$ cat config.mk
export PLATFORM = sky130hd
export DESIGN_NAME = asfp_ctrl
export DESIGN_NICKNAME = d
export VERILOG_FILES = /design/src/hw/rtl/asfp_pkg.sv /design/src/hw/rtl/asfp_ctrl.sv
export SDC_FILE = /design/constraint.sdc
export NUM_CORES = 1
export LEC_CHECK = 0
export ABC_AREA = 0
export BUFFER_PORTS_ARGS = -buffer_cell sky130_fd_sc_hd__buf_4
export CAP_MARGIN = 20
export CORE_ASPECT_RATIO = 0.5
export CORE_MARGIN = 1.5
export CORE_UTILIZATION = 48
export CTS_CLUSTER_DIAMETER = 30
export DETAILED_ROUTE_END_ITERATION = 8
export GPL_TIMING_DRIVEN = 0
export PLACE_DENSITY_LB_ADDON = 0.25
export SETUP_SLACK_MARGIN = 0.5
export SKIP_LAST_GASP = 1
export SLEW_MARGIN = 15
export SYNTH_ARGS = -nofsm -noshare
export SYNTH_HDL_FRONTEND = slang
export SYNTH_SLANG_ARGS = --single-unit
$ cat constraint.sdc
create_clock -name clk -period 5.8 [get_ports clk]
set_input_delay 0.58 -clock clk [delete_from_list [all_inputs] [get_ports clk]]
set_output_delay 0.58 -clock clk [all_outputs]
set_load 0.05 [all_outputs]
$ cat src/hw/rtl/asfp_pkg.sv
`timescale 1ns / 1ps

package asfp_pkg;

	localparam int FIFO_DEPTH  = 4096;
	localparam int ADDR_W      = $clog2(FIFO_DEPTH);
	localparam int PTR_W       = ADDR_W + 1;
	localparam int SAMPLE_W    = 16;
	localparam int LEVEL_W     = 9;
	localparam int ROOM_W      = 13;

	localparam logic [SAMPLE_W-1:0] SIGN_BIAS = SAMPLE_W'(1) << (SAMPLE_W - 1);
	localparam logic [PTR_W-1:0]    DEPTH_PTR = PTR_W'(FIFO_DEPTH);

	localparam logic KIND_PUSH = 1'b0;
	localparam logic KIND_TICK = 1'b1;

	typedef struct packed {
		logic                       kind;
		logic signed [SAMPLE_W-1:0] sample;
	} in_beat_t;

	typedef struct packed {
		logic [LEVEL_W-1:0] duty_level;
		logic               level_valid;
		logic               dropped;
		logic               underflow;
		logic [ROOM_W-1:0]  free_room;
	} out_beat_t;

	typedef struct packed {
		logic                wr_en;
		logic [ADDR_W-1:0]   wr_addr;
		logic [SAMPLE_W-1:0] wr_data;
		logic                rd_en;
		logic [ADDR_W-1:0]   rd_addr;
	} ram_req_t;

	typedef struct packed {
		logic              use_mem;
		logic              level_valid;
		logic              dropped;
		logic              underflow;
		logic [ROOM_W-1:0] free_room;
	} meta_t;

endpackage

$ cat src/hw/rtl/asfp_ctrl.sv
`timescale 1ns / 1ps

module asfp_ctrl (
	input  logic              clk,
	input  logic              arst_n,
	input  logic              accept,
	input  asfp_pkg::in_beat_t beat,
	output asfp_pkg::ram_req_t ram_req,
	output asfp_pkg::meta_t    meta
);

	logic [asfp_pkg::PTR_W-1:0] wptr_q, rptr_q, wptr_nx, rptr_nx;
	logic [asfp_pkg::PTR_W-1:0] held, held_nx;
	logic                       full, empty, do_push, do_pop;

	always_comb begin
		held    = wptr_q - rptr_q;
		full    = (held == asfp_pkg::DEPTH_PTR);
		empty   = (held == '0);
		do_push = accept && (beat.kind == asfp_pkg::KIND_PUSH) && !full;
		do_pop  = accept && (beat.kind == asfp_pkg::KIND_TICK) && !empty;
		wptr_nx = do_push ? wptr_q + 1'b1 : wptr_q;
		rptr_nx = do_pop ? rptr_q + 1'b1 : rptr_q;
		held_nx = wptr_nx - rptr_nx;

		ram_req.wr_en   = do_push;
		ram_req.wr_addr = wptr_q[asfp_pkg::ADDR_W-1:0];
		ram_req.wr_data = beat.sample;
		ram_req.rd_en   = do_pop;
		ram_req.rd_addr = rptr_q[asfp_pkg::ADDR_W-1:0];

		meta.use_mem     = do_pop;
		meta.level_valid = (beat.kind == asfp_pkg::KIND_TICK);
		meta.dropped     = (beat.kind == asfp_pkg::KIND_PUSH) && full;
		meta.underflow   = (beat.kind == asfp_pkg::KIND_TICK) && empty;
		meta.free_room   = asfp_pkg::ROOM_W'(asfp_pkg::DEPTH_PTR - held_nx);
	end

	always_ff @(posedge clk or negedge arst_n) begin
		if (!arst_n) begin
			wptr_q <= '0;
			rptr_q <= '0;
		end else begin
			wptr_q <= wptr_nx;
			rptr_q <= rptr_nx;
		end
	end

endmodule

==> impl_metrics.env <==
export IMPL_ys_types=48
export IMPL_core_um2=5540
export IMPL_synth_fp_nets=360
export IMPL_ys_ff_latch=26
export IMPL_worst_skew_pair_late_latency_ns=0.26
export IMPL_drtPass1Iterations=4
export IMPL_drv_slew=0
export IMPL_cp_start_kind="flop"
export IMPL_critPathBufInv=14
export IMPL_place_congestion=0.812
export IMPL_io_buffers=62
export IMPL_grt_max_degree=27
export IMPL_antenna_found_initial=0
export IMPL_status="finished with violations"
export IMPL_die_x_um=111
export IMPL_drc=0
export IMPL_setup_ws_ns=-0.169
export IMPL_wl_um=7950
export IMPL_ys_async_sr_fraction_pct=100
export IMPL_finalCriticalPeriod_ns=5.97
export IMPL_drive_above_1_share_pct=58.1
export IMPL_vias=2637
export IMPL_rsz0062_at_grt="true"
export IMPL_synthAdderAreaFrac_pct=17.3
export IMPL_syn_to_final_growth_pct=54.5
export IMPL_wl_per_cell_um=16.0
export IMPL_netlist_area_um2=2790
export IMPL_cts_tree="done"
export IMPL_setup_viol=4
export IMPL_synth_compound_area_share_pct=10.9
export IMPL_clock_skew_ns=0.00165
export IMPL_htreeDepth=1
export IMPL_netlist_instances=302
export IMPL_finalHoldViolations=0
export IMPL_vias_per_cell=5.30
export IMPL_ys_warn_count=0
export IMPL_cts_made_buffers=3
export IMPL_hp_class="input port to async pin"
export IMPL_avgSynthCellArea_um2=9.24
export IMPL_synth_most_common_cell="buf_4"
export IMPL_worstPathArrival_ns=5.39
export IMPL_clk_pin_slew_ns=0.07
export IMPL_required_ns=5.22
export IMPL_max_cap_viol_count=0
export IMPL_fin_crit_sh_pct=103
export IMPL_synth_edf_count=0
export IMPL_place_hpwl_um=5050
export IMPL_synth_top_area_share_pct=23.3
export IMPL_grt_use_total_pct=25.9
export IMPL_dieArea_um2=6310
export IMPL_worstSetupEndpointType="output pin"
export IMPL_synth_top_family_by_area="adder cells"
export IMPL_synthFlopType="dfrtp_1"
export IMPL_max_slew_margin_pct=45.6
export IMPL_grt_pass1_vias=2716
export IMPL_path_delay_family="buffers and inverters"
export IMPL_die_y_um=56.9
export IMPL_worstSetupPathType="flop to output pin"
export IMPL_synth_simple_gate_area_share_pct=14.5
export IMPL_clock_sinks=26
export IMPL_cts_root_buffer="clkbuf_16"
export IMPL_synth_top_cell_by_area="dfrtp_1"
export IMPL_critPathMaxFanout=5
export IMPL_max_stage_delay_ns=0.44
export IMPL_yosysSeqAreaShare_pct=23.3
export IMPL_violations="setup timing"
export IMPL_nets=484
export IMPL_ios=79
export IMPL_postRouteAntennaNets=0
export IMPL_drt_iter0_drc=121
export IMPL_overflow=0
export IMPL_tightest_slew_ns=0.809
export IMPL_initial_utilization_pct=50.4
export IMPL_antennaDiodeCount=0
export IMPL_grt_pass1_wl_um=13000
export IMPL_synthTopCellsByArea="dfrtp_1 (23%), ha_1 (17%), buf_4 (12%)"
export IMPL_crit_path_top_delay_cell="dfrtp_1"
export IMPL_rows=19
export IMPL_synth_mux_area_share_pct=1.48
export IMPL_synth_xor_area_share_pct=16.8
export IMPL_fin_setup_tns_ns=-0.452
export IMPL_fmax_ghz=0.168
export IMPL_clockBufferDepth=2
export IMPL_holdBufCountCts=0
export IMPL_ys_top_cells_by_count="buf_4 (45), ha_1 (37), xnor2_1 (34)"
## timing repair
item / CTS / global route
setup endpoints to repair: 8 / 8
hold endpoints to repair: 0 / 0
cloned: 1 / 0
pin swaps: 36 / 4
buffers inserted: 51 / 5
gates resized for setup: 65 / 12
## cell families (layout without fill, tap and decap cells)
| group | Yosys count | in the layout |
|---|---|---|
| AO/OA/AOI/OAI | 44 | 44 |
| XOR/XNOR | 52 | 52 |
| adder cells (fa/ha/maj) | 38 | 38 |
| buffers and inverters | 72 | 195 |
| flip-flops | 26 | 26 |
| multiplexers | 4 | 4 |
| AND/OR/NAND/NOR | 66 | 66 |
## through the flow
stage | worst slack (ns) | cells | hold WS, ns | utilization [%] | area (µm²)
finish | -0.169 | 498 | 0.220 | 77.9 | 4310
global route | -0.384 | 498 | 0.238 | 77.9 | 4310
global placement | -0.348 | 437 | 0.497 | 62.7 | 3470
floorplan | 0.445 | 302 | 0.284 | - | 2910
CTS | -0.0895 | 493 | 0.225 | 76.1 | 4210
detailed placement | -0.404 | 437 | 0.508 | 62.7 | 3470
## cell type report
| type | instances | area, µm² |
|---|---|---|
| multi-input combinational | 204 | 2080 |
| sequential | 26 | 664 |
| fill | 348 | 1230 |
| buffer | 45 | 342 |
| tap | 73 | 91.3 |
| clock buffer | 4 | 88.8 |
| inverter | 27 | 101 |
| timing repair buffer | 119 | 943 |
## per-layer routing
layer	GRT usage [%]	share of wire (%)	vias up
li1	-	-	1252
met2	48.3	49	115
met4	5.86	1.1	0
met3	5.72	8.2	10
met5	0	0	-
met1	31.1	42	1260
## registers in the layout, indices dropped and copies added, names as in the netlist
| signal | cells |
|---|---|
| wptr_q | 13 |
| rptr_q | 13 |
## layout by cell type, fill, tap and decap left out, drive strengths merged, types with 2 or more instances in the layout
cell type / count
buf: 164
ha: 37
xnor2: 34
inv: 27
dfrtp: 26
a21oi: 18
xor2: 17
and3: 12
nand2: 9
nand4: 8
nor2: 6
nor3: 6
nand3: 5
a21o: 5
o21ai: 5
and4: 4
clkbuf: 4
mux2i: 3
nor4: 3
o21bai: 3
o21a: 2
and2: 2
or3: 2
a211oi: 2
## path summary, 6_finish.rpt
kind | startpoint | to | slack [ns] | cells after the start
min reg2reg | wptr_q[12] | wptr_q[12] | 0.52 | 1
max reg2reg | wptr_q[2] | wptr_q[9] | 2.53 | 14
max in group asynchronous | arst_n | rptr_q[1] | 5.29 | 1
max | wptr_q[2] | meta[5] | -0.17 | 29
min | arst_n | rptr_q[11] | 0.22 | 1
min in group clk | wptr_q[12] | wptr_q[12] | 0.52 | 1
Power is not shown: default switching activity piles up to over one toggle a cycle in this logic, so the estimate is an artifact.
